===== config.mk =====
export PLATFORM = sky130hd
export DESIGN_NAME = palette_rle_icon_decoder
export DESIGN_NICKNAME = d
export VERILOG_FILES = /design/src/rtl/prid_pkg.sv /design/src/rtl/prid_pal_mem.sv /design/src/rtl/prid_ctrl.sv /design/src/rtl/prid_out.sv /design/src/rtl/palette_rle_icon_decoder.sv
export SDC_FILE = /design/constraint.sdc
export NUM_CORES = 2
export LEC_CHECK = 0
export BUFFER_PORTS_ARGS = -buffer_cell sky130_fd_sc_hd__buf_2
export CORE_AREA = 2 2 560 562
export CTS_CLUSTER_SIZE = 20
export DETAILED_ROUTE_END_ITERATION = 16
export DIE_AREA = 0 0 562 564
export PLACE_DENSITY = 0.76
export SKIP_CTS_REPAIR_TIMING = 1
export SLEW_MARGIN = 15
export SYNTH_ARGS = -nofsm -noshare
export SYNTH_HDL_FRONTEND = slang
export SYNTH_MEMORY_MAX_BITS = 65536
export SYNTH_SLANG_ARGS = --single-unit

===== constraint.sdc =====
create_clock -name clk -period 8.2 [get_ports clk]
set_input_delay 1.23 -clock clk [delete_from_list [all_inputs] [get_ports clk]]
set_output_delay 1.23 -clock clk [all_outputs]
set_load 0.005 [all_outputs]

===== src/rtl/prid_pkg.sv =====
// ----------------------------------------------------------------------------
// prid_pkg
// Shared types and constants for the palette run-length icon decoder.
// ----------------------------------------------------------------------------
`default_nettype none

package prid_pkg;

  localparam int unsigned COL_W   = 10;  // column and x position
  localparam int unsigned ROW_W   = 10;  // icon row counter
  localparam int unsigned SROW_W  = 12;  // surface row
  localparam int unsigned LEN_W   = 8;   // run length
  localparam int unsigned CH_W    = 6;   // palette channel as stored
  localparam int unsigned PAL_W   = 3 * CH_W;
  localparam int unsigned COLOR_W = 8;   // channel as delivered
  localparam int unsigned CFG_AW  = 2;
  localparam int unsigned CFG_DW  = 12;
  localparam int unsigned IN_DW   = 40;
  localparam int unsigned OUT_DW  = 56;

  // configuration register indexes
  localparam logic [CFG_AW-1:0] REG_X_ORIGIN  = 2'd0;
  localparam logic [CFG_AW-1:0] REG_FIRST_ROW = 2'd1;
  localparam logic [CFG_AW-1:0] REG_LAST_ROW  = 2'd2;
  localparam logic [CFG_AW-1:0] REG_BASE_ROW  = 2'd3;

  // input item kinds
  localparam logic FUNC_IMAGE   = 1'b0;
  localparam logic FUNC_PALETTE = 1'b1;

  typedef enum logic [1:0] {
    KIND_CLEAR = 2'd0,
    KIND_COLOR = 2'd1,
    KIND_DONE  = 2'd2
  } kind_t;

  // one result on its way from the decoder to the output stage
  typedef struct packed {
    kind_t              kind;
    logic [COL_W-1:0]   x_start;
    logic [SROW_W-1:0]  out_row;
    logic [LEN_W-1:0]   run_length;
    logic               pal_ok;   // take colour from the palette read
  } run_t;

endpackage : prid_pkg

`default_nettype wire


===== src/rtl/prid_pal_mem.sv =====
// ----------------------------------------------------------------------------
// prid_pal_mem
// Palette store: one write port, one read port with registered read data.
// ----------------------------------------------------------------------------
`default_nettype none

module prid_pal_mem #(
  parameter int unsigned DEPTH = 256,
  parameter int unsigned AW    = 8,
  parameter int unsigned DW    = 18
) (
  input  wire logic          clk,
  input  wire logic          we,
  input  wire logic [AW-1:0] waddr,
  input  wire logic [DW-1:0] wdata,
  input  wire logic          re,
  input  wire logic [AW-1:0] raddr,
  output logic      [DW-1:0] rdata
);

  logic [DW-1:0] mem [DEPTH];

  always_ff @(posedge clk) begin
    if (we) begin
      mem[waddr] <= wdata;
    end
  end

  always_ff @(posedge clk) begin
    if (re) begin
      rdata <= mem[raddr];
    end
  end

endmodule : prid_pal_mem

`default_nettype wire


===== src/rtl/prid_ctrl.sv =====
// ----------------------------------------------------------------------------
// prid_ctrl
// Byte decoder: configuration registers, phase, column and row tracking.
// Produces at most one run or done result per accepted image byte.
// ----------------------------------------------------------------------------
`default_nettype none

module prid_ctrl #(
  parameter int unsigned PALETTE_ENTRIES = 256
) (
  input  wire logic                           clk,
  input  wire logic                           rst_n,
  input  wire logic                           cfg_we,
  input  wire logic [prid_pkg::CFG_AW-1:0]    cfg_addr,
  input  wire logic [prid_pkg::CFG_DW-1:0]    cfg_wdata,
  input  wire logic                           byte_acc,
  input  wire logic [7:0]                     data_byte,
  output logic                                res_valid,
  output prid_pkg::run_t                      res
);

  import prid_pkg::*;

  typedef enum logic [1:0] {
    PH_CTRL = 2'd0,
    PH_TLEN = 2'd1,
    PH_FILL = 2'd2,
    PH_LIT  = 2'd3
  } phase_t;

  phase_t             phase_r,    phase_nxt;
  logic [6:0]         lit_left_r, lit_left_nxt;
  logic [COL_W-1:0]   column_r,   column_nxt;
  logic [ROW_W-1:0]   cur_row_r,  cur_row_nxt;
  logic               finished_r, finished_nxt;
  logic [COL_W-1:0]   x_origin_r;
  logic [ROW_W-1:0]   last_row_r;
  logic [SROW_W-1:0]  base_row_r;

  logic [6:0]         count;
  logic               flag;
  logic               idx_ok;
  logic [COL_W-1:0]   run_x;
  logic [SROW_W-1:0]  run_row;

  assign count   = data_byte[7:1];
  assign flag    = data_byte[0];
  assign idx_ok  = ({1'b0, data_byte} < 9'(PALETTE_ENTRIES));
  assign run_x   = column_r + x_origin_r;
  assign run_row = base_row_r + {{(SROW_W-ROW_W){1'b0}}, cur_row_r};

  always_comb begin
    phase_nxt    = phase_r;
    lit_left_nxt = lit_left_r;
    column_nxt   = column_r;
    cur_row_nxt  = cur_row_r;
    finished_nxt = finished_r;
    res_valid    = 1'b0;
    res.kind       = KIND_DONE;
    res.x_start    = '0;
    res.out_row    = '0;
    res.run_length = '0;
    res.pal_ok     = 1'b0;

    if (byte_acc && !finished_r) begin
      if (cur_row_r > last_row_r) begin
        finished_nxt = 1'b1;
        res_valid    = 1'b1;
      end else begin
        case (phase_r)
          PH_CTRL: begin
            if (count == 7'd0 && flag) begin
              phase_nxt = PH_TLEN;
            end else if (count == 7'd0) begin
              // end of row
              column_nxt = '0;
              if (cur_row_r >= last_row_r) begin
                finished_nxt = 1'b1;
                res_valid    = 1'b1;
              end else begin
                cur_row_nxt = cur_row_r + ROW_W'(1);
              end
            end else begin
              lit_left_nxt = count;
              phase_nxt    = flag ? PH_LIT : PH_FILL;
            end
          end
          PH_TLEN: begin
            res_valid      = 1'b1;
            res.kind       = KIND_CLEAR;
            res.x_start    = run_x;
            res.out_row    = run_row;
            res.run_length = data_byte;
            column_nxt     = column_r + {{(COL_W-LEN_W){1'b0}}, data_byte};
            phase_nxt      = PH_CTRL;
          end
          PH_FILL: begin
            res_valid      = 1'b1;
            res.kind       = KIND_COLOR;
            res.x_start    = run_x;
            res.out_row    = run_row;
            res.run_length = {1'b0, lit_left_r};
            res.pal_ok     = idx_ok;
            column_nxt     = column_r + {{(COL_W-7){1'b0}}, lit_left_r};
            lit_left_nxt   = '0;
            phase_nxt      = PH_CTRL;
          end
          PH_LIT: begin
            res_valid      = 1'b1;
            res.kind       = KIND_COLOR;
            res.x_start    = run_x;
            res.out_row    = run_row;
            res.run_length = LEN_W'(1);
            res.pal_ok     = idx_ok;
            column_nxt     = column_r + COL_W'(1);
            lit_left_nxt   = lit_left_r - 7'd1;
            if (lit_left_r == 7'd1) begin
              phase_nxt = PH_CTRL;
            end
          end
          default: begin
            phase_nxt = PH_CTRL;
          end
        endcase
      end
    end

    // a first_row write restarts the image and seeds the row counter
    if (cfg_we && cfg_addr == REG_FIRST_ROW) begin
      phase_nxt    = PH_CTRL;
      lit_left_nxt = '0;
      column_nxt   = '0;
      cur_row_nxt  = cfg_wdata[ROW_W-1:0];
      finished_nxt = 1'b0;
    end
  end

  always_ff @(posedge clk) begin
    if (!rst_n) begin
      phase_r     <= PH_CTRL;
      lit_left_r  <= '0;
      column_r    <= '0;
      cur_row_r   <= '0;
      finished_r  <= 1'b0;
      x_origin_r  <= '0;
      last_row_r  <= '0;
      base_row_r  <= '0;
    end else begin
      phase_r    <= phase_nxt;
      lit_left_r <= lit_left_nxt;
      column_r   <= column_nxt;
      cur_row_r  <= cur_row_nxt;
      finished_r <= finished_nxt;
      if (cfg_we) begin
        case (cfg_addr)
          REG_X_ORIGIN:  x_origin_r  <= cfg_wdata[COL_W-1:0];
          REG_LAST_ROW:  last_row_r  <= cfg_wdata[ROW_W-1:0];
          REG_BASE_ROW:  base_row_r  <= cfg_wdata[SROW_W-1:0];
          default: ;
        endcase
      end
    end
  end

endmodule : prid_ctrl

`default_nettype wire


===== src/rtl/prid_out.sv =====
// ----------------------------------------------------------------------------
// prid_out
// Result path: a stage that waits for the palette read, then the output
// register. Merges colour into coloured runs.
// ----------------------------------------------------------------------------
`default_nettype none

module prid_out (
  input  wire logic                          clk,
  input  wire logic                          rst_n,
  output logic                               slot_ready,
  input  wire logic                          res_valid,
  input  wire prid_pkg::run_t                res,
  input  wire logic [prid_pkg::PAL_W-1:0]    pal_rdata,
  output logic                               out_tvalid,
  input  wire logic                          out_tready,
  output logic [prid_pkg::OUT_DW-1:0]        out_tdata,
  output logic [1:0]                         out_tuser
);

  import prid_pkg::*;

  logic               s1_valid_r;
  run_t               s1_run_r;
  logic               out_valid_r;
  logic [OUT_DW-1:0]  out_data_r;
  kind_t              out_kind_r;
  logic               s1_adv;

  logic [COLOR_W-1:0] red, green, blue;

  assign s1_adv     = !out_valid_r || out_tready;
  assign slot_ready = !s1_valid_r || s1_adv;

  // palette channels scale by four; transparent and done words carry black
  assign red   = s1_run_r.pal_ok ? {pal_rdata[3*CH_W-1:2*CH_W], 2'b00} : '0;
  assign green = s1_run_r.pal_ok ? {pal_rdata[2*CH_W-1:CH_W], 2'b00} : '0;
  assign blue  = s1_run_r.pal_ok ? {pal_rdata[CH_W-1:0], 2'b00} : '0;

  always_ff @(posedge clk) begin
    if (!rst_n) begin
      s1_valid_r  <= 1'b0;
      out_valid_r <= 1'b0;
    end else begin
      if (slot_ready) begin
        s1_valid_r <= res_valid;
      end
      if (s1_adv) begin
        out_valid_r <= s1_valid_r;
      end
    end
  end

  always_ff @(posedge clk) begin
    if (slot_ready && res_valid) begin
      s1_run_r <= res;
    end
    if (s1_adv && s1_valid_r) begin
      out_kind_r <= s1_run_r.kind;
      out_data_r <= {2'b00, blue, green, red, s1_run_r.run_length,
                     s1_run_r.out_row, s1_run_r.x_start};
    end
  end

  assign out_tvalid = out_valid_r;
  assign out_tdata  = out_data_r;
  assign out_tuser  = out_kind_r;

endmodule : prid_out

`default_nettype wire


===== src/rtl/palette_rle_icon_decoder.sv =====
// ----------------------------------------------------------------------------
// palette_rle_icon_decoder
// Run-length palette image decoder with palette write port.
// ----------------------------------------------------------------------------
// Path: a result word passes the palette-wait stage, then the output register.
// Throughput: one input word per cycle unless out_tready stalls; the palette
// read port is used once per image byte, its data taken as the result moves on.
// Reset: clears decoder state and registers; the palette is not cleared and
// must be written before it is read. No clearing pass runs after reset.
// ----------------------------------------------------------------------------
`default_nettype none

module palette_rle_icon_decoder #(
  parameter int unsigned PALETTE_ENTRIES = 256
) (
  input  wire logic                          clk,
  input  wire logic                          rst_n,
  input  wire logic                          cfg_we,
  input  wire logic [prid_pkg::CFG_AW-1:0]   cfg_addr,
  input  wire logic [prid_pkg::CFG_DW-1:0]   cfg_wdata,
  input  wire logic                          in_tvalid,
  output logic                               in_tready,
  // data_byte, pal_index, pal_red, pal_green, pal_blue (low to high), zero pad
  input  wire logic [prid_pkg::IN_DW-1:0]    in_tdata,
  // func
  input  wire logic                          in_tuser,
  output logic                               out_tvalid,
  input  wire logic                          out_tready,
  // x_start, out_row, run_length, red, green, blue (low to high), zero pad
  output logic [prid_pkg::OUT_DW-1:0]        out_tdata,
  // kind
  output logic [1:0]                         out_tuser
);

  import prid_pkg::*;

  localparam int unsigned PAL_AW = $clog2(PALETTE_ENTRIES);

  logic              in_acc;
  logic              byte_acc;
  logic              pal_we;
  logic [7:0]        data_byte;
  logic [7:0]        pal_index;
  logic [PAL_W-1:0]  pal_wdata;
  logic [PAL_W-1:0]  pal_rdata;
  logic              res_valid;
  run_t              res;
  logic              slot_ready;

  assign data_byte = in_tdata[7:0];
  assign pal_index = in_tdata[15:8];
  assign pal_wdata = {in_tdata[21:16], in_tdata[27:22], in_tdata[33:28]};

  assign in_tready = slot_ready;
  assign in_acc    = in_tvalid && slot_ready;
  assign byte_acc  = in_acc && (in_tuser == FUNC_IMAGE);
  // drop writes past the end of the palette
  assign pal_we    = in_acc && (in_tuser == FUNC_PALETTE) &&
                     ({1'b0, pal_index} < 9'(PALETTE_ENTRIES));

  prid_pal_mem #(
    .DEPTH (PALETTE_ENTRIES),
    .AW    (PAL_AW),
    .DW    (PAL_W)
  ) u_pal (
    .clk   (clk),
    .we    (pal_we),
    .waddr (pal_index[PAL_AW-1:0]),
    .wdata (pal_wdata),
    .re    (byte_acc),
    .raddr (data_byte[PAL_AW-1:0]),
    .rdata (pal_rdata)
  );

  prid_ctrl #(
    .PALETTE_ENTRIES (PALETTE_ENTRIES)
  ) u_ctrl (
    .clk       (clk),
    .rst_n     (rst_n),
    .cfg_we    (cfg_we),
    .cfg_addr  (cfg_addr),
    .cfg_wdata (cfg_wdata),
    .byte_acc  (byte_acc),
    .data_byte (data_byte),
    .res_valid (res_valid),
    .res       (res)
  );

  prid_out u_out (
    .clk        (clk),
    .rst_n      (rst_n),
    .slot_ready (slot_ready),
    .res_valid  (res_valid),
    .res        (res),
    .pal_rdata  (pal_rdata),
    .out_tvalid (out_tvalid),
    .out_tready (out_tready),
    .out_tdata  (out_tdata),
    .out_tuser  (out_tuser)
  );

endmodule : palette_rle_icon_decoder

`default_nettype wire

==> run_results.csv <==
group,metric,value,unit
setup_path,start_kind,"input port",
worst_hold_path,whs_path_depth,0,
worst_hold_path,worstHoldStart,"u_out.s1_run_r[22]",
clock_network,clk_pin_slew,0.06,ns
setup_path,crit_arrival,5.72,ns
detailed_routing,drc,0,
setup_path,reg2reg_depth,6,
synth,yosysWarnings,0,
worst_hold_path,hold_class,"flop to flop",
clock_network,cts_buffer_depth,4,
synth,ys_seq_elements,4773,
setup_path,worst-path-stages,9,
synth,synth_cell_type_count,85,
global_route,overflow,0,
finish,drive_above_1_share,25.42,%
sta,slew-limit-headroom,10.04,%
global_route,grt_pass1_wl,718700,µm
detailed_routing,wirelength,513200,µm
sta,finalSetupViolations,0,
finish,syn_to_final_growth,11.91,%
detailed_routing,drt.antenna.violating_nets,0,
clock_network,clock_latency,1.00,ns
setup_path,critPathTopFamily,"compound AO/OA/AOI/OAI gates",
finish,layout.nets,9513,
sta,hold_violations,0,
synth,syn-instance-count,8926,
global_route,grt_max_degree,119,
setup_path,startpoint,"in_tdata[0]",
sta,whs,0.4099,ns
clock_network,clock-root-buffer,"clkbuf_16",
floorplan,ios,120,
clock_network,htreeDepth,5,
sta,post-route-period-util,59.34,%
synth,async_reset_ff_share,0,%
setup_path,worstPathBufferInverterCount,2,
sta,slew_violations,0,
setup_path,crit_chain,"buf_12 > buf_4 > mux2i_1 > o221ai_1 > a21oi_1 > o31ai_1 > a221oi_1 > a311oi_1 > o41a_1",
setup_path,cpMaxStageDelayCell,"a311oi_1",
pwr,p_leak,66.35,nW
detailed_routing,wl_per_cell,36.82,µm
sta,setup_ws,3.334,ns
sta,fmax,0.2055,GHz
placement,numPortBuffers,105,
setup_path,slowest_delay,1.00,ns
global_route,antenna_found_initial,30,
sta,fin_setup_tns,0,ns
placement,dp_hpwl,288400,µm
synth,synthFlopType,"edfxtp_1",
setup_path,crit_path_max_fanout,88,
flow_run,maxCapViolations,0,
clock_network,numCtsBuffers,451,
floorplan,die_height,564,µm
setup_path,cp-end-kind,"flop",
detailed_routing,drt_iter0_drc,16860,
setup_path,criticalPathCategory,"input port to flop",
global_route,grt_usage,32.27,%
sta,clock_skew,0.07528,ns
detailed_routing,first_pass_iters,9,
run_status,status,"finished clean",
floorplan,dieArea,317000,µm²
floorplan,die_x,562,µm
synth,syn_area_per_cell,20.81,µm²
floorplan,row_count,205,
setup_path,worstReg2RegStart,"u_out.out_tvalid",
floorplan,core_area,310900,µm²
synth,synth-edff-count,4709,
placement,dpl_worst_slack,2.490,ns
setup_path,required,9.05,ns
clock_network,cts_tree,"done",
sta,rsz0062_at_grt,"no",
placement,gp_congestion,0.8933,
finish,fin_util,66.87,%
pwr,ir_drop,221.2,µV
global_route,first_global_vias,97600,
detailed_routing,viasPerCell,7.111,
detailed_routing,num_vias,99130,
clock_network,cts_sinks,4773,
synth,ys_seq_area_share,76.82,%
synth,synth_area,185700,µm²
floorplan,initial_utilization,59.75,%
sta,tightest_slew,1.315,ns
pwr,power,0.05051,W
pwr,power.density_cell_area,243.0,nW/µm²
sta,fin_crit,4.866,ns
==> metal layers <==
layer | share of wire [%] | global-route usage [%] | wire [µm]
met2 | 46 | 49.15 | 236700
met4 | 6.4 | 17.56 | 32690
met3 | 14 | 8.648 | 71520
met1 | 34 | 43.04 | 172200
met5 | 0.020 | 0 | 104
==> cell type report <==
cell class,instances,area (µm²)
diodes,17,42.54
clock buffers,534,11680
clock inverters,293,3064
fillers,18740,103000
inverters,46,187.7
multi-input cells,3586,40550
flip-flops and latches,4773,142700
well taps,4140,5180
repair buffers,552,4474
==> path summary, 6_finish.rpt <==
| path | endpoint | slack, ns |
|---|---|---|
| worst min register to register | u_out.out_tdata[1] | 0.41 |
| worst max-delay path | u_pal.rdata[15] | 3.33 |
| worst min-delay path | u_out.out_tdata[1] | 0.41 |
| worst max register to register | u_pal.mem[74][5] | 3.50 |
==> kinds of logic (layout without fill, tap and decap cells) <==
logic type,after synthesis,after routing,synth area share [%]
adders and majority gates,43,43,0.3018
DFF,4773,4773,76.82
xor gates and xnor gates,22,22,0.1037
AOI/OAI and AO/OA,976,976,3.679
and+or+nand+nor,938,938,2.224
other,1,25,0.002019
muxes,1599,1599,15.05
buffers and inverters,574,1425,1.817
==> through the flow <==
step,cell area (µm²),instances
after floorplan,185800,8933
after global placement,193000,13090
after detailed placement,193000,13100
after CTS,207800,13920
after global routing,207800,13930
final,207900,13940
==> registers in the layout (all words and copies together), names as in the netlist, 2 cells and up <==
register / cells
u_ctrl.cur_row_r: 10
u_pal.rdata: 18
u_out.out_tdata: 48
u_ctrl.phase_r: 2
u_out.s1_run_r: 33
u_out.out_tuser: 2
u_ctrl.lit_left_r: 7
u_ctrl.last_row_r: 10
u_ctrl.base_row_r: 12
u_ctrl.column_r: 10
u_ctrl.x_origin_r: 10
u_pal.mem: 4608
==> cell usage after synthesis, drive strengths merged (14+ instances only) <==
cell type,instances,share of area (%)
a21oi,225,0.61
mux4,952,12
clkbuf,211,0.43
o221ai,197,0.93
a221oi,26,0.13
a31oi,43,0.14
o21ai,83,0.22
nand3,73,0.20
o22ai,129,0.43
ha,40,0.27
nand2,238,0.48
xnor2,15,0.071
nor2b,28,0.094
edfxtp,4709,76
inv,45,0.091
mux2,34,0.21
a311oi,16,0.075
mux2i,613,3.3
a21o,23,0.093
and2,46,0.15
nand4,14,0.047
buf,317,1.3
a22oi,49,0.20
dfxtp,64,0.69
nor3,73,0.20
a211oi,34,0.14
nor2,405,0.82
nand2b,14,0.047
==> report_power, final <==
| group | total [W] | leakage, nW | internal (W) | switching [W] |
|---|---|---|---|---|
| registers | 0.0269 | 42.9 | 0.0269 | 0.0000367 |
| logic | 0.00272 | 16.3 | 0.000858 | 0.00186 |
| clock network | 0.0209 | 7.19 | 0.0118 | 0.00906 |
| total | 0.0505 | 66.4 | 0.0395 | 0.0110 |
==> cell usage in the layout, fill, tap and decap left out, types with 14 or more instances in the layout <==
cell	n
buf_2	83
clkbuf_1	78
a22oi_1	49
o221ai_1	197
nor2_2	238
buf_12	30
inv_1	41
nor3_1	71
a31oi_1	43
mux4_2	952
a211oi_1	32
diode_2	17
nand4_1	14
dfxtp_1	64
xnor2_1	15
bufinv_16	52
a221oi_1	24
o22ai_1	129
clkbuf_8	20
clkinvlp_4	15
nor2_4	15
nand2_1	227
a21o_1	23
a21oi_1	225
mux2i_1	613
a311oi_1	16
clkinv_1	103
and2_1	44
clkinv_2	93
nand3_1	67
clkbuf_16	454
buf_4	415
nor2b_1	24
ha_1	40
edfxtp_1	4709
o21ai_0	80
nor2_1	152
mux2_2	33
Power figures use the tool's default switching activity.
